## config.mk

```make
export PLATFORM = sky130hd
export DESIGN_NAME = eight_bit_cpu_alu_with_flags
export DESIGN_NICKNAME = d
export VERILOG_FILES = /design/src/hdl/ebalu_pkg.sv /design/src/hdl/eight_bit_cpu_alu_with_flags.sv /design/src/hdl/ebalu_exec.sv
export SDC_FILE = /design/constraint.sdc
export NUM_CORES = 1
export LEC_CHECK = 0
export BUFFER_PORTS_ARGS = -buffer_cell sky130_fd_sc_hd__buf_2
export CELL_PAD_IN_SITES_DETAIL_PLACEMENT = 2
export CELL_PAD_IN_SITES_GLOBAL_PLACEMENT = 2
export CORE_MARGIN = 3
export CORE_UTILIZATION = 33
export DETAILED_ROUTE_END_ITERATION = 16
export PLACE_DENSITY = 0.81
export REMOVE_ABC_BUFFERS = 1
export SETUP_SLACK_MARGIN = 0.02
export SLEW_MARGIN = 30
export SYNTH_ARGS = -nofsm -noshare
export SYNTH_HDL_FRONTEND = slang
export SYNTH_SLANG_ARGS = --single-unit
export TNS_END_PERCENT = 1
```

## constraint.sdc

```tcl
create_clock -name i_clk -period 3.4 [get_ports i_clk]
set_input_delay 0.51 -clock i_clk [delete_from_list [all_inputs] [get_ports i_clk]]
set_output_delay 0.51 -clock i_clk [all_outputs]
set_load 0.02 [all_outputs]
```

## src/hdl/ebalu_pkg.sv

```systemverilog
// ---------------------------------------------------------------------------
// ebalu_pkg
// Shared types and constants for the eight-bit CPU ALU with flags.
// ---------------------------------------------------------------------------
package ebalu_pkg;

    localparam int unsigned OP_W   = 5;
    localparam int unsigned WORD_W = 16;
    localparam int unsigned BYTE_W = 8;
    localparam int unsigned IDX_W  = 3;
    localparam int unsigned FLAG_W = 4;

    // Flag bit positions within the packed flag nibble
    localparam int unsigned FLAG_Z = 3;
    localparam int unsigned FLAG_N = 2;
    localparam int unsigned FLAG_H = 1;
    localparam int unsigned FLAG_C = 0;

    typedef enum logic [OP_W-1:0] {
        OP_ADD8  = 5'd0,
        OP_SUB8  = 5'd1,
        OP_AND   = 5'd2,
        OP_OR    = 5'd3,
        OP_XOR   = 5'd4,
        OP_INC8  = 5'd5,
        OP_DEC8  = 5'd6,
        OP_SWAP  = 5'd7,
        OP_RL    = 5'd8,
        OP_RLC   = 5'd9,
        OP_RR    = 5'd10,
        OP_RRC   = 5'd11,
        OP_SLA   = 5'd12,
        OP_SRA   = 5'd13,
        OP_SRL   = 5'd14,
        OP_BIT   = 5'd15,
        OP_SET   = 5'd16,
        OP_RES   = 5'd17,
        OP_ADD16 = 5'd18,
        OP_INC16 = 5'd19,
        OP_DEC16 = 5'd20
    } t_op;

    typedef struct packed {
        logic [OP_W-1:0]   op;
        logic [WORD_W-1:0] operand_a;
        logic [WORD_W-1:0] operand_b;
        logic [IDX_W-1:0]  bit_index;
        logic [FLAG_W-1:0] flags_in;
    } t_item;

    typedef struct packed {
        logic [WORD_W-1:0] result;
        logic [FLAG_W-1:0] flags_out;
        logic              result_valid;
    } t_res;

endpackage

```

## src/hdl/eight_bit_cpu_alu_with_flags.sv

```systemverilog
// An item taken into the input register passes the datapath into the result
// register; its result is then on the outputs, with o_done high for a single cycle.
// Throughput: one item per cycle; busy stays low, and the input register
// feeds the single-pass datapath into the result register.
// Reset: synchronous, active low; clears the item-valid and done strobes.
// Results cannot be stalled by the receiver.
// ---------------------------------------------------------------------------
// eight_bit_cpu_alu_with_flags
// Registered eight-bit CPU ALU with Z/N/H/C flag generation.
// ---------------------------------------------------------------------------
module eight_bit_cpu_alu_with_flags (
    input  logic                              i_clk,
    input  logic                              i_rst_n,
    input  logic                              start,
    output logic                              busy,
    input  logic [ebalu_pkg::OP_W-1:0]        i_op,
    input  logic [ebalu_pkg::WORD_W-1:0]      i_operand_a,
    input  logic [ebalu_pkg::WORD_W-1:0]      i_operand_b,
    input  logic [ebalu_pkg::IDX_W-1:0]       i_bit_index,
    input  logic [ebalu_pkg::FLAG_W-1:0]      i_flags_in,
    output logic                              o_done,
    output logic [ebalu_pkg::WORD_W-1:0]      o_result,
    output logic [ebalu_pkg::FLAG_W-1:0]      o_flags_out,
    output logic                              o_result_valid
);

    ebalu_pkg::t_item r_in;
    logic             r_in_vld;
    ebalu_pkg::t_res  n_res;
    ebalu_pkg::t_res  r_res;
    logic             r_done;
    logic             accept;

    assign busy   = 1'b0;
    assign accept = start && !busy;

    always_ff @(posedge i_clk) begin
        if (!i_rst_n) begin
            r_in_vld <= 1'b0;
            r_done   <= 1'b0;
        end else begin
            r_in_vld <= accept;
            r_done   <= r_in_vld;
        end
    end

    always_ff @(posedge i_clk) begin
        if (accept) begin
            r_in.op        <= i_op;
            r_in.operand_a <= i_operand_a;
            r_in.operand_b <= i_operand_b;
            r_in.bit_index <= i_bit_index;
            r_in.flags_in  <= i_flags_in;
        end
        if (r_in_vld) begin
            r_res <= n_res;
        end
    end

    ebalu_exec u_exec (
        .i_item (r_in),
        .o_res  (n_res)
    );

    assign o_done         = r_done;
    assign o_result       = r_res.result;
    assign o_flags_out    = r_res.flags_out;
    assign o_result_valid = r_res.result_valid;

    // every strobe traces back to an item held in the input register
    a_done_follows_item: assert property (@(posedge i_clk) disable iff (!i_rst_n)
        o_done |-> $past(r_in_vld))
        else $error("result strobe without a preceding item");

    // an item in the input register always yields a strobe next cycle
    a_item_gives_done: assert property (@(posedge i_clk) disable iff (!i_rst_n)
        r_in_vld |=> o_done)
        else $error("item lost between input and result register");

    // a result that is not written back carries a zero value
    a_nowrite_zero: assert property (@(posedge i_clk) disable iff (!i_rst_n)
        (o_done && !o_result_valid) |-> (o_result == '0))
        else $error("non-written result is not zero");

    // bit test never writes back
    a_bit_nowrite: assert property (@(posedge i_clk) disable iff (!i_rst_n)
        (r_in_vld && r_in.op == ebalu_pkg::OP_BIT) |=> (o_done && !o_result_valid))
        else $error("bit test marked as written");

endmodule

```

## src/hdl/ebalu_exec.sv

```systemverilog
// ---------------------------------------------------------------------------
// ebalu_exec
// Single-pass ALU datapath: result, flags and write-back mark for one item.
// ---------------------------------------------------------------------------
module ebalu_exec (
    input  ebalu_pkg::t_item i_item,
    output ebalu_pkg::t_res  o_res
);

    logic [ebalu_pkg::BYTE_W-1:0] a;
    logic [ebalu_pkg::BYTE_W-1:0] b;
    logic                         cin;
    logic [ebalu_pkg::BYTE_W:0]   sum9;
    logic [4:0]                   hsum5;
    logic [ebalu_pkg::BYTE_W:0]   diff9;
    logic [ebalu_pkg::WORD_W:0]   sum17;
    logic [12:0]                  hsum13;
    logic [ebalu_pkg::BYTE_W-1:0] mask;
    logic [ebalu_pkg::BYTE_W-1:0] r8;
    logic [ebalu_pkg::WORD_W-1:0] r16;
    logic                         wide;
    logic [ebalu_pkg::FLAG_W-1:0] f;
    logic                         vld;

    assign a      = i_item.operand_a[ebalu_pkg::BYTE_W-1:0];
    assign b      = i_item.operand_b[ebalu_pkg::BYTE_W-1:0];
    assign cin    = i_item.flags_in[ebalu_pkg::FLAG_C];
    assign sum9   = {1'b0, a} + {1'b0, b};
    assign hsum5  = {1'b0, a[3:0]} + {1'b0, b[3:0]};
    assign diff9  = {1'b0, a} - {1'b0, b};
    assign sum17  = {1'b0, i_item.operand_a} + {1'b0, i_item.operand_b};
    assign hsum13 = {1'b0, i_item.operand_a[11:0]} + {1'b0, i_item.operand_b[11:0]};
    assign mask   = ebalu_pkg::BYTE_W'(1) << i_item.bit_index;

    always_comb begin
        r8   = '0;
        r16  = '0;
        wide = 1'b0;
        f    = i_item.flags_in;
        vld  = 1'b1;
        case (i_item.op)
            ebalu_pkg::OP_ADD8: begin
                r8 = sum9[7:0];
                f  = {r8 == 8'h00, 1'b0, hsum5[4], sum9[8]};
            end
            ebalu_pkg::OP_SUB8: begin
                r8 = diff9[7:0];
                f  = {r8 == 8'h00, 1'b1, a[3:0] < b[3:0], diff9[8]};
            end
            ebalu_pkg::OP_AND: begin
                r8 = a & b;
                f  = {r8 == 8'h00, 1'b0, 1'b1, 1'b0};
            end
            ebalu_pkg::OP_OR: begin
                r8 = a | b;
                f  = {r8 == 8'h00, 3'b000};
            end
            ebalu_pkg::OP_XOR: begin
                r8 = a ^ b;
                f  = {r8 == 8'h00, 3'b000};
            end
            ebalu_pkg::OP_INC8: begin
                r8 = a + 8'd1;
                f  = {r8 == 8'h00, 1'b0, a[3:0] == 4'hF, cin};
            end
            ebalu_pkg::OP_DEC8: begin
                // half-borrow judged on the original operand
                r8 = a - 8'd1;
                f  = {r8 == 8'h00, 1'b1, a[3:0] == 4'h0, cin};
            end
            ebalu_pkg::OP_SWAP: begin
                r8 = {a[3:0], a[7:4]};
                f  = {r8 == 8'h00, 3'b000};
            end
            ebalu_pkg::OP_RL: begin
                r8 = {a[6:0], cin};
                f  = {r8 == 8'h00, 2'b00, a[7]};
            end
            ebalu_pkg::OP_RLC: begin
                r8 = {a[6:0], a[7]};
                f  = {r8 == 8'h00, 2'b00, a[7]};
            end
            ebalu_pkg::OP_RR: begin
                r8 = {cin, a[7:1]};
                f  = {r8 == 8'h00, 2'b00, a[0]};
            end
            ebalu_pkg::OP_RRC: begin
                r8 = {a[0], a[7:1]};
                f  = {r8 == 8'h00, 2'b00, a[0]};
            end
            ebalu_pkg::OP_SLA: begin
                r8 = {a[6:0], 1'b0};
                f  = {r8 == 8'h00, 2'b00, a[7]};
            end
            ebalu_pkg::OP_SRA: begin
                r8 = {a[7], a[7:1]};
                f  = {r8 == 8'h00, 2'b00, a[0]};
            end
            ebalu_pkg::OP_SRL: begin
                r8 = {1'b0, a[7:1]};
                f  = {r8 == 8'h00, 2'b00, a[0]};
            end
            ebalu_pkg::OP_BIT: begin
                vld = 1'b0;
                f   = {(a & mask) == 8'h00, 1'b0, 1'b1, cin};
            end
            ebalu_pkg::OP_SET: begin
                r8 = a | mask;
            end
            ebalu_pkg::OP_RES: begin
                r8 = a & ~mask;
            end
            ebalu_pkg::OP_ADD16: begin
                wide = 1'b1;
                r16  = sum17[15:0];
                f    = {i_item.flags_in[ebalu_pkg::FLAG_Z], 1'b0, hsum13[12], sum17[16]};
            end
            ebalu_pkg::OP_INC16: begin
                wide = 1'b1;
                r16  = i_item.operand_a + 16'd1;
            end
            ebalu_pkg::OP_DEC16: begin
                wide = 1'b1;
                r16  = i_item.operand_a - 16'd1;
            end
            default: begin
                // unused codes: no operation, nothing written
                vld = 1'b0;
            end
        endcase
    end

    assign o_res.result       = wide ? r16 : {8'h00, r8};
    assign o_res.flags_out    = f;
    assign o_res.result_valid = vld;

endmodule
```

==> results of run 1 <==
==> repair_timing <==
| action | CTS | global route |
|---|---|---|
| setup buffers | 0 | 0 |
| resized for setup | 0 | 1 |
| setup endpoints to repair | 0 | 3 |
==> registers in the layout, summed over array words and instances (netlist names) <==
name,flops
o_done,1
o_flags_out,4
r_in_vld,1
r_in,44
o_result_valid,1
o_result,16
==> cell families (layout without fill, tap and decap cells) <==
logic type               count (synthesis)  in the layout  synth area share (%)
AO/OA/AOI/OAI                          183            183                  22.6
AND/OR/NAND/NOR                        196            196                  17.5
XOR/XNOR                                42             42                  6.55
multiplexers                             3              3                 0.980
other                                    1              1                0.0668
buffers and inverters                   61            141                  4.72
flip-flops                              67             67                  35.5
adder cells (fa/ha/maj)                 53             53                  12.2
==> worst register-to-register path, stage by stage (launching register included) <==
cell	delay (ps)
sky130_fd_sc_hd__edfxtp_1	390
sky130_fd_sc_hd__or3b_4	440
sky130_fd_sc_hd__nor2_1	150
sky130_fd_sc_hd__buf_6	210
sky130_fd_sc_hd__ha_1	330
sky130_fd_sc_hd__a21o_1	220
sky130_fd_sc_hd__a21o_1	180
sky130_fd_sc_hd__a221o_1	380
sky130_fd_sc_hd__nor3_1	260
sky130_fd_sc_hd__o21bai_1	140
sky130_fd_sc_hd__xnor2_1	210
sky130_fd_sc_hd__o22ai_1	130
==> power groups by stage <==
stage	registers (mW)	logic [mW]	clock network [mW]
after detailed placement	1.06	0.914	0
after global routing	1.05	1.01	1.08
after floorplan	1.11	0.495	0
after CTS	1.05	0.926	1.05
after global placement	1.06	0.880	0
final	1.05	0.941	1.03
==> metrics by stage <==
| stage | hold WS [ps] | worst slack [ps] |
|---|---|---|
| floorplan | 527 | -230 |
| global placement | 552 | 320 |
| detailed placement | 559 | 200 |
| CTS | 325 | 140 |
| global route | 329 | 17.2 |
| finish | 337 | 70.6 |
==> synth_stat cells, types with 4 or more instances <==
master and count:
sky130_fd_sc_hd__a32oi_1 4, sky130_fd_sc_hd__buf_2 8, sky130_fd_sc_hd__o31ai_1 4, sky130_fd_sc_hd__ha_1 50, sky130_fd_sc_hd__a221oi_1 8, sky130_fd_sc_hd__a221o_1 4
sky130_fd_sc_hd__a21oi_1 39, sky130_fd_sc_hd__a22oi_1 6, sky130_fd_sc_hd__nor3_1 23, sky130_fd_sc_hd__edfxtp_1 65, sky130_fd_sc_hd__o221ai_1 5, sky130_fd_sc_hd__a21o_1 6
sky130_fd_sc_hd__and2_1 4, sky130_fd_sc_hd__nand2b_1 7, sky130_fd_sc_hd__or3_1 5, sky130_fd_sc_hd__nand4_1 13, sky130_fd_sc_hd__o22ai_1 10, sky130_fd_sc_hd__nand3_1 22
sky130_fd_sc_hd__o21ai_0 33, sky130_fd_sc_hd__clkbuf_1 16, sky130_fd_sc_hd__o21bai_1 8, sky130_fd_sc_hd__o211ai_1 6, sky130_fd_sc_hd__a31oi_1 5, sky130_fd_sc_hd__nor4_1 6
sky130_fd_sc_hd__a211oi_1 12, sky130_fd_sc_hd__xnor2_1 30, sky130_fd_sc_hd__nand2_1 34, sky130_fd_sc_hd__inv_1 28, sky130_fd_sc_hd__o21a_1 6, sky130_fd_sc_hd__xor2_1 12
sky130_fd_sc_hd__nor2_1 58
==> layout make-up <==
class                   count  area (um2)
well taps                 220         275
repair buffers             96         557
clock inverters             6        90.1
clock buffers              10         229
flip-flops and latches     67        1990
multi-input cells         478        3370
inverters                  29         109
fillers                  1864       10000
==> per-layer routing <==
layer | track usage, % | wire (um)
met1 | 34.8 | 10400
met2 | 42.7 | 11500
met3 | 5.55 | 1620
met4 | 8.17 | 616
met5 | 0 | 0
==> worst min-delay path by stage <==
stage	start	to	slack, ps	cells past startpoint
after global placement	r_in[1]$_DFFE_PP_	o_flags_out[1]$_DFFE_PP_	550	1
final	i_operand_b[3]	r_in[10]$_DFFE_PP_	340	1
after global routing	i_operand_b[4]	r_in[11]$_DFFE_PP_	330	1
after detailed placement	r_in[1]$_DFFE_PP_	o_flags_out[1]$_DFFE_PP_	560	1
after floorplan	r_in[1]$_DFFE_PP_	o_flags_out[1]$_DFFE_PP_	530	1
after CTS	i_operand_b[3]	r_in[10]$_DFFE_PP_	330	1
==> impl_results.html, run 1 <==
<table>
<tr><th>Metric</th><th>Value</th></tr>
<tr><th colspan="2">Clock network</th></tr>
<tr><td>Post-cts hold buffer count</td><td>0</td></tr>
<tr><td>Num CTS Buffers</td><td>9</td></tr>
<tr><td>Clock Path Buffers</td><td>2</td></tr>
<tr><td>Total number of clock tree sinks</td><td>67</td></tr>
<tr><td>Register clock-pin slew on the reported worst setup and hold paths</td><td>60 ps</td></tr>
<tr><td>Latest clock arrival within the worst-skew pair</td><td>340 ps</td></tr>
<tr><td>Number of H-tree levels</td><td>3</td></tr>
<tr><td>TritonCTS clock tree</td><td>yes</td></tr>
<tr><td>Root Buffer</td><td>sky130_fd_sc_hd__clkbuf_16</td></tr>
<tr><th colspan="2">STA</th></tr>
<tr><td>Slew headroom</td><td>53.1%</td></tr>
<tr><td>Fin crit period</td><td>3330 ps</td></tr>
<tr><td>Final clock period utilization by the worst path</td><td>97.9%</td></tr>
<tr><td>Unrepaired setup endpoints after global routing</td><td>yes</td></tr>
<tr><td>Maximum operating frequency</td><td>300 MHz</td></tr>
<tr><td>Final-report max-slew violation count</td><td>0</td></tr>
<tr><td>Number of endpoints with negative hold slack in the final report</td><td>0</td></tr>
<tr><td>Worst clock skew on the final layout</td><td>9.58 ps</td></tr>
<tr><td>Slew of the pin with the lowest slew margin</td><td>702 ps</td></tr>
<tr><td>Post-Route Setup TNS</td><td>0 ps</td></tr>
<tr><td>Number of endpoints failing setup at the final stage</td><td>0</td></tr>
<tr><th colspan="2">Cells and area</th></tr>
<tr><td>NumNets Final</td><td>781</td></tr>
<tr><td>Most common library cell in the layout ignoring fill and taps</td><td>sky130_fd_sc_hd__buf_2</td></tr>
<tr><td>Non-Filler Instances</td><td>906</td></tr>
<tr><td>Area growth syn-to-layout</td><td>17.8%</td></tr>
<tr><td>Commonest cells after routing, fill and taps aside</td><td>sky130_fd_sc_hd__buf_2, sky130_fd_sc_hd__edfxtp_1, sky130_fd_sc_hd__nor2_1, sky130_fd_sc_hd__ha_1, sky130_fd_sc_hd__a21oi_1</td></tr>
<tr><td>Number of antenna repair diodes</td><td>0</td></tr>
<tr><td>Final standard cell utilization of the core</td><td>39.8%</td></tr>
<tr><td>Final design instance area without fill</td><td>6620 um2</td></tr>
<tr><td>Share of cells above drive strength 1</td><td>18.2%</td></tr>
<tr><th colspan="2">Placement</th></tr>
<tr><td>HPWL after detailed placement</td><td>18400 um</td></tr>
<tr><td>Final Wtd Congestion</td><td>0.974</td></tr>
<tr><td>Number of placed instances with taps included</td><td>890</td></tr>
<tr><td>Post-DP Area</td><td>6300 um2</td></tr>
<tr><td>Port bufs</td><td>68</td></tr>
<tr><th colspan="2">Critical path</th></tr>
<tr><td>Critical Path Fanout Max</td><td>16</td></tr>
<tr><td>Family with the most delay on the worst path</td><td>compound AO/OA/AOI/OAI gates</td></tr>
<tr><td>Worst setup path startpoint</td><td>r_in[39]$_DFFE_PP_</td></tr>
<tr><td>Maximum cell stage delay along the critical path</td><td>440 ps</td></tr>
<tr><td>End of the critical path</td><td>o_result[12]$_SDFFCE_PP0P_</td></tr>
<tr><td>Most used cell, CP</td><td>sky130_fd_sc_hd__a21o_1</td></tr>
<tr><td>Start of the worst register-to-register path</td><td>r_in[39]$_DFFE_PP_</td></tr>
<tr><td>WP data required</td><td>3450 ps</td></tr>
<tr><td>Nature of the critical path startpoint</td><td>flop</td></tr>
<tr><td>Arrival time worst endpoint</td><td>3380 ps</td></tr>
<tr><td>Number of buffer and inverter stages on the critical path</td><td>1</td></tr>
<tr><td>End of the worst register-to-register path</td><td>o_result[12]$_SDFFCE_PP0P_</td></tr>
<tr><td>Endpoint type of the worst setup path</td><td>flop</td></tr>
<tr><td>Reg2Reg Setup Slack</td><td>70 ps</td></tr>
<tr><td>Worst R2R Path Depth</td><td>11</td></tr>
<tr><td>Crit Path Category</td><td>reg -&gt; reg</td></tr>
<tr><td>Total number of cells along the worst setup path</td><td>11</td></tr>
<tr><td>Critical-path cell list</td><td>or3b_4 -&gt; nor2_1 -&gt; buf_6 -&gt; ha_1 -&gt; a21o_1 -&gt; a21o_1 -&gt; a221o_1 -&gt; nor3_1 -&gt; o21bai_1 -&gt; xnor2_1 -&gt; o22ai_1</td></tr>
<tr><td>Cell at the slowest stage of the critical path</td><td>sky130_fd_sc_hd__or3b_4</td></tr>
<tr><th colspan="2">Die</th></tr>
<tr><td>Vertical die dimension</td><td>136 um</td></tr>
<tr><td>Initial core utilization</td><td>33.8%</td></tr>
<tr><td># IOs</td><td>70</td></tr>
<tr><td>Area of the die</td><td>18600 um2</td></tr>
<tr><td>Area of the core</td><td>16600 um2</td></tr>
<tr><td>Die X</td><td>136 um</td></tr>
<tr><td>Row cnt</td><td>47</td></tr>
<tr><th colspan="2">Power</th></tr>
<tr><td>Switching power as a share of total power</td><td>34.8%</td></tr>
<tr><td>Sum of internal, switching and leakage power</td><td>3.02 mW</td></tr>
<tr><td>Internal power contribution</td><td>1.97 mW</td></tr>
<tr><td>Leakage power</td><td>2.58 nW</td></tr>
<tr><td>VDD IR max</td><td>0.290 mV</td></tr>
<tr><td>Sequential share of power</td><td>34.7%</td></tr>
<tr><td>Combinational power share</td><td>31.1%</td></tr>
<tr><td>Power share of the clock group</td><td>34.2%</td></tr>
<tr><td>Net switching power</td><td>1.05 mW</td></tr>
<tr><td>Cell Pwr Density</td><td>457 nW/um2</td></tr>
<tr><th colspan="2">Routing</th></tr>
<tr><td>Mean routed wirelength per cell</td><td>26.7 um</td></tr>
<tr><td>Post-route DRC</td><td>0</td></tr>
<tr><td>Count of nets left with antenna violations after detail routing</td><td>0</td></tr>
<tr><td>Final Routed Wirelength</td><td>24200 um</td></tr>
<tr><td>Vias after detailed routing</td><td>5488</td></tr>
<tr><td>Count of TritonRoute iterations in the first routing pass</td><td>5</td></tr>
<tr><td>Vias per inst</td><td>6.06</td></tr>
<tr><td>Number of DRC markers after the initial detailed-route iteration</td><td>433</td></tr>
<tr><th colspan="2">Job</th></tr>
<tr><td>Max-cap viol count</td><td>0</td></tr>
<tr><th colspan="2">Global routing</th></tr>
<tr><td>Overall routing resource usage</td><td>26.2%</td></tr>
<tr><td>Overall overflow remaining after global route</td><td>0</td></tr>
<tr><td>Pin count of the biggest net entering global routing</td><td>46</td></tr>
<tr><td>Number of antenna violations at the first check in global routing</td><td>0</td></tr>
<tr><td>First-pass GRT wire length</td><td>36400 um</td></tr>
<tr><td>Via count of the first global-routing pass</td><td>5914</td></tr>
<tr><th colspan="2">Logic synthesis</th></tr>
<tr><td>Post-synthesis async set-or-reset flop share</td><td>0%</td></tr>
<tr><td>Fraction of the yosys area taken by sequential cells</td><td>35.5%</td></tr>
<tr><td>Number of enable-type register cells in the synthesized netlist</td><td>65</td></tr>
<tr><td>Post-Syn Instances</td><td>606</td></tr>
<tr><td>Post-synth cell types</td><td>73</td></tr>
<tr><td>Cell accounting for the most synthesized area</td><td>sky130_fd_sc_hd__edfxtp_1</td></tr>
<tr><td>Primary FF master, synth</td><td>sky130_fd_sc_hd__edfxtp_1</td></tr>
<tr><td>Synth warn</td><td>0</td></tr>
<tr><td>Flip-flop and latch count after synthesis</td><td>67</td></tr>
<tr><td>Share of the synthesized area in the top cell type</td><td>34.7%</td></tr>
<tr><td>Mean instance size in the synthesized netlist</td><td>9.27 um2</td></tr>
<tr><td>Largest cells by area after synthesis</td><td>sky130_fd_sc_hd__edfxtp_1, sky130_fd_sc_hd__ha_1, sky130_fd_sc_hd__xnor2_1</td></tr>
<tr><td>Cell area after technology mapping</td><td>5620 um2</td></tr>
<tr><th colspan="2">Worst hold path</th></tr>
<tr><td>Hold crit path type</td><td>in -&gt; reg</td></tr>
<tr><th colspan="2">Outcome</th></tr>
<tr><td>Status</td><td>completed</td></tr>
</table>
Note: power is estimated with default switching activity, not from simulation.
==> inputs of run 2 (changes only) <==
CORE_MARGIN = default   (was 3)
==> run 2 against run 1 <==
- cell count is 0.44% lower
- cell area is 0.17% lower
- critical path depth stayed put
- hold slack worse by 7.7 ps
- sequential share of layout area is 0.051 points higher
- maximum frequency is 0.40% higher
- critical path type unchanged
- highest routed layer unchanged
==> impl_results.html, run 2 (synthesis results as in run 1) <==
<table>
<tr><th>Metric</th><th>Value</th></tr>
<tr><th colspan="2">Job</th></tr>
<tr><td>Max-cap viol count</td><td>0 (unchanged)</td></tr>
<tr><th colspan="2">Worst hold path</th></tr>
<tr><td>Launch instance of the worst min-delay path</td><td>i_operand_b[11] (was i_operand_b[3])</td></tr>
<tr><td>End point of the most critical hold path</td><td>r_in[18]$_DFFE_PP_ (was r_in[10]$_DFFE_PP_)</td></tr>
<tr><td>Hold crit path type</td><td>in -&gt; reg (unchanged)</td></tr>
<tr><td>Hold Crit Depth</td><td>1 (unchanged)</td></tr>
<tr><th colspan="2">Critical path</th></tr>
<tr><td>Family with the most delay on the worst path</td><td>compound AO/OA/AOI/OAI gates (unchanged)</td></tr>
<tr><td>Maximum cell stage delay along the critical path</td><td>440 ps (about the same)</td></tr>
<tr><td>Number of buffer and inverter stages on the critical path</td><td>1 (unchanged)</td></tr>
<tr><td>Arrival time worst endpoint</td><td>3390 ps (was 3380 ps)</td></tr>
<tr><td>Start of the worst register-to-register path</td><td>r_in[39]$_DFFE_PP_ (unchanged)</td></tr>
<tr><td>Worst R2R Path Depth</td><td>11 (unchanged)</td></tr>
<tr><td>Crit Path Category</td><td>reg -&gt; reg (unchanged)</td></tr>
<tr><td>Endpoint type of the worst setup path</td><td>flop (unchanged)</td></tr>
<tr><td>Most used cell, CP</td><td>sky130_fd_sc_hd__a21o_1 (unchanged)</td></tr>
<tr><td>WP data required</td><td>3480 ps (was 3450 ps)</td></tr>
<tr><td>End of the worst register-to-register path</td><td>o_result[14]$_SDFFCE_PP0P_ (was o_result[12]$_SDFFCE_PP0P_)</td></tr>
<tr><td>Nature of the critical path startpoint</td><td>flop (unchanged)</td></tr>
<tr><td>Cell at the slowest stage of the critical path</td><td>sky130_fd_sc_hd__or3b_4 (unchanged)</td></tr>
<tr><td>Reg2Reg Setup Slack</td><td>80 ps (was 70 ps)</td></tr>
<tr><td>Critical Path Fanout Max</td><td>16 (unchanged)</td></tr>
<tr><td>Critical-path cell list</td><td>or3b_4 -&gt; nor2_1 -&gt; buf_6 -&gt; ha_1 -&gt; a21o_1 -&gt; a21o_1 -&gt; a221o_1 -&gt; nor2_4 -&gt; o211ai_1 -&gt; xnor2_1 -&gt; o22ai_1 (was or3b_4 -&gt; nor2_1 -&gt; buf_6 -&gt; ha_1 -&gt; a21o_1 -&gt; a21o_1 -&gt; a221o_1 -&gt; nor3_1 -&gt; o21bai_1 -&gt; xnor2_1 -&gt; o22ai_1)</td></tr>
<tr><th colspan="2">Die</th></tr>
<tr><td>Vertical die dimension</td><td>132 um (was 136 um)</td></tr>
<tr><td>Initial core utilization</td><td>33.9% (was 33.8%)</td></tr>
<tr><td>Area of the die</td><td>17500 um2 (was 18600 um2)</td></tr>
<tr><td>Row cnt</td><td>47 (unchanged)</td></tr>
<tr><td># IOs</td><td>70 (unchanged)</td></tr>
<tr><td>Area of the core</td><td>16600 um2 (about the same)</td></tr>
<tr><td>Die X</td><td>132 um (was 136 um)</td></tr>
<tr><th colspan="2">Clock network</th></tr>
<tr><td>Latest clock arrival within the worst-skew pair</td><td>350 ps (was 340 ps)</td></tr>
<tr><td>Post-cts gate resize count</td><td>1 (was 0)</td></tr>
<tr><td>Root Buffer</td><td>sky130_fd_sc_hd__clkbuf_16 (unchanged)</td></tr>
<tr><td>Number of H-tree levels</td><td>3 (unchanged)</td></tr>
<tr><td>Register clock-pin slew on the reported worst setup and hold paths</td><td>60 ps (about the same)</td></tr>
<tr><td>Num CTS Buffers</td><td>9 (unchanged)</td></tr>
<tr><td>Post-cts hold buffer count</td><td>0 (unchanged)</td></tr>
<tr><td>Setup Fix Bufs, Post-CTS</td><td>0 (unchanged)</td></tr>
<tr><td>Clock Path Buffers</td><td>2 (unchanged)</td></tr>
<tr><td>TritonCTS clock tree</td><td>yes (unchanged)</td></tr>
<tr><td>Total number of clock tree sinks</td><td>67 (unchanged)</td></tr>
<tr><th colspan="2">Routing</th></tr>
<tr><td>Vias per inst</td><td>6.02 (was 6.06)</td></tr>
<tr><td>Post-route DRC</td><td>0 (unchanged)</td></tr>
<tr><td>Mean routed wirelength per cell</td><td>26.6 um (was 26.7 um)</td></tr>
<tr><td>Vias after detailed routing</td><td>5433 (was 5488)</td></tr>
<tr><td>Count of TritonRoute iterations in the first routing pass</td><td>4 (was 5)</td></tr>
<tr><td>Final Routed Wirelength</td><td>24000 um (was 24200 um)</td></tr>
<tr><td>Count of nets left with antenna violations after detail routing</td><td>0 (unchanged)</td></tr>
<tr><td>Number of DRC markers after the initial detailed-route iteration</td><td>479 (was 433)</td></tr>
<tr><th colspan="2">Placement</th></tr>
<tr><td>Final Wtd Congestion</td><td>0.949 (was 0.974)</td></tr>
<tr><td>HPWL after detailed placement</td><td>18300 um (was 18400 um)</td></tr>
<tr><td>Placement Setup Slack</td><td>37.5 ps (was 200 ps)</td></tr>
<tr><td>Port bufs</td><td>68 (unchanged)</td></tr>
<tr><td>Post-DP Area</td><td>6260 um2 (was 6300 um2)</td></tr>
<tr><th colspan="2">STA</th></tr>
<tr><td>Slew of the pin with the lowest slew margin</td><td>898 ps (was 702 ps)</td></tr>
<tr><td>Maximum operating frequency</td><td>302 MHz (was 300 MHz)</td></tr>
<tr><td>Number of endpoints with negative hold slack in the final report</td><td>0 (unchanged)</td></tr>
<tr><td>Number of endpoints failing setup at the final stage</td><td>0 (unchanged)</td></tr>
<tr><td>Fin crit period</td><td>3320 ps (was 3330 ps)</td></tr>
<tr><td>Unrepaired setup endpoints after global routing</td><td>no (was yes)</td></tr>
<tr><td>Final clock period utilization by the worst path</td><td>97.5% (was 97.9%)</td></tr>
<tr><td>Post-Route Setup TNS</td><td>0 ps (unchanged)</td></tr>
<tr><td>Final-report max-slew violation count</td><td>0 (unchanged)</td></tr>
<tr><td>Slew headroom</td><td>39.9% (was 53.1%)</td></tr>
<tr><td>Worst-case setup margin in the final layout</td><td>83.8 ps (was 70.6 ps)</td></tr>
<tr><td>Worst clock skew on the final layout</td><td>7.54 ps (was 9.58 ps)</td></tr>
<tr><th colspan="2">Cells and area</th></tr>
<tr><td>Commonest cells after routing, fill and taps aside</td><td>sky130_fd_sc_hd__buf_2, sky130_fd_sc_hd__edfxtp_1, sky130_fd_sc_hd__nor2_1, sky130_fd_sc_hd__ha_1, sky130_fd_sc_hd__a21oi_1 (unchanged)</td></tr>
<tr><td>Number of antenna repair diodes</td><td>0 (unchanged)</td></tr>
<tr><td>Final design instance area without fill</td><td>6610 um2 (was 6620 um2)</td></tr>
<tr><td>Sequential cell area</td><td>1990 um2 (unchanged)</td></tr>
<tr><td>Number of filler instances in the final layout</td><td>1880 (was 1864)</td></tr>
<tr><td>Max FFs per register</td><td>44 (unchanged)</td></tr>
<tr><td>Share of cells above drive strength 1</td><td>18.2% (about the same)</td></tr>
<tr><td>Register with the most flip-flops</td><td>r_in (unchanged)</td></tr>
<tr><td>Area growth syn-to-layout</td><td>17.6% (was 17.8%)</td></tr>
<tr><td>NumNets Final</td><td>777 (was 781)</td></tr>
<tr><td>Area taken by multi-input logic gates</td><td>3380 um2 (was 3370 um2)</td></tr>
<tr><td>Most common library cell in the layout ignoring fill and taps</td><td>sky130_fd_sc_hd__buf_2 (unchanged)</td></tr>
<tr><th colspan="2">Power</th></tr>
<tr><td>VDD IR max</td><td>0.258 mV (was 0.290 mV)</td></tr>
<tr><td>Cell Pwr Density</td><td>456 nW/um2 (was 457 nW/um2)</td></tr>
<tr><td>Leakage power</td><td>2.56 nW (was 2.58 nW)</td></tr>
<tr><th colspan="2">Outcome</th></tr>
<tr><td>Status</td><td>completed (unchanged)</td></tr>
<tr><th colspan="2">Global routing</th></tr>
<tr><td>Overall routing resource usage</td><td>28.2% (was 26.2%)</td></tr>
<tr><td>First-pass GRT wire length</td><td>36600 um (was 36400 um)</td></tr>
<tr><td>Overall overflow remaining after global route</td><td>0 (unchanged)</td></tr>
<tr><td>Pin count of the biggest net entering global routing</td><td>46 (unchanged)</td></tr>
<tr><td>Number of antenna violations at the first check in global routing</td><td>0 (unchanged)</td></tr>
<tr><td>Via count of the first global-routing pass</td><td>5928 (was 5914)</td></tr>
</table>
run 2: metrics by stage:
step           hold slack, ps  power (mW)  util [%]  instances
2_1_floorplan             527        1.60         -        574
3_3_place_gp              554        1.91      37.7        886
3_5_place_dp              565        1.96      37.7        886
4_1_cts                   323        3.01      39.7        902
5_1_grt                   326        3.12      39.8        902
6_report                  329        3.02      39.8        902
run 2: power breakdown:
part	total [mW]	switching, mW	internal (mW)	leakage, nW
logic	0.938	0.604	0.334	1.78
registers	1.04	0.0536	0.990	0.631
clock network	1.03	0.391	0.643	0.153
total	3.02	1.05	1.97	2.56
run 2: metal layers:
layer | vias to the layer above | wire length [um] | part of all wire, % | GRT usage [%]
met5 | - | 0 | 0 | 0
met4 | 0 | 1010 | 4.2 | 13.4
met3 | 57 | 1240 | 5.2 | 4.37
met2 | 199 | 11500 | 48 | 46.8
met1 | 2739 | 10200 | 43 | 35.8
li1 | 2438 | - | - | -
run 2: worst max path at each step:
stage / depth (start not counted) / start / end
after floorplan: 10 / r_in[41]$_DFFE_PP_ / o_result[14]$_SDFFCE_PP0P_
after global placement: 11 / r_in[39]$_DFFE_PP_ / o_result[14]$_SDFFCE_PP0P_
after detailed placement: 11 / r_in[39]$_DFFE_PP_ / o_result[14]$_SDFFCE_PP0P_
after CTS: 11 / r_in[39]$_DFFE_PP_ / o_result[15]$_SDFFCE_PP0P_
after global routing: 11 / r_in[39]$_DFFE_PP_ / o_result[15]$_SDFFCE_PP0P_
final: 11 / r_in[39]$_DFFE_PP_ / o_result[14]$_SDFFCE_PP0P_
run 2: final cells by class:
type | instances | area share [%]
tap | 220 | 4.17
timing repair buffer | 92 | 7.97
multi-input combinational | 478 | 51.2
sequential | 67 | 30.2
inverter | 29 | 1.65
clock buffer | 10 | 3.47
clock inverter | 6 | 1.36
run 2: worst reg2reg max path: stages, from the launching register on:
cell	delay, ps
sky130_fd_sc_hd__edfxtp_1	390
sky130_fd_sc_hd__or3b_4	440
sky130_fd_sc_hd__nor2_1	150
sky130_fd_sc_hd__buf_6	220
sky130_fd_sc_hd__ha_1	330
sky130_fd_sc_hd__a21o_1	230
sky130_fd_sc_hd__a21o_1	190
sky130_fd_sc_hd__a221o_1	440
sky130_fd_sc_hd__nor2_4	180
sky130_fd_sc_hd__o211ai_1	160
sky130_fd_sc_hd__xnor2_1	200
sky130_fd_sc_hd__o22ai_1	110
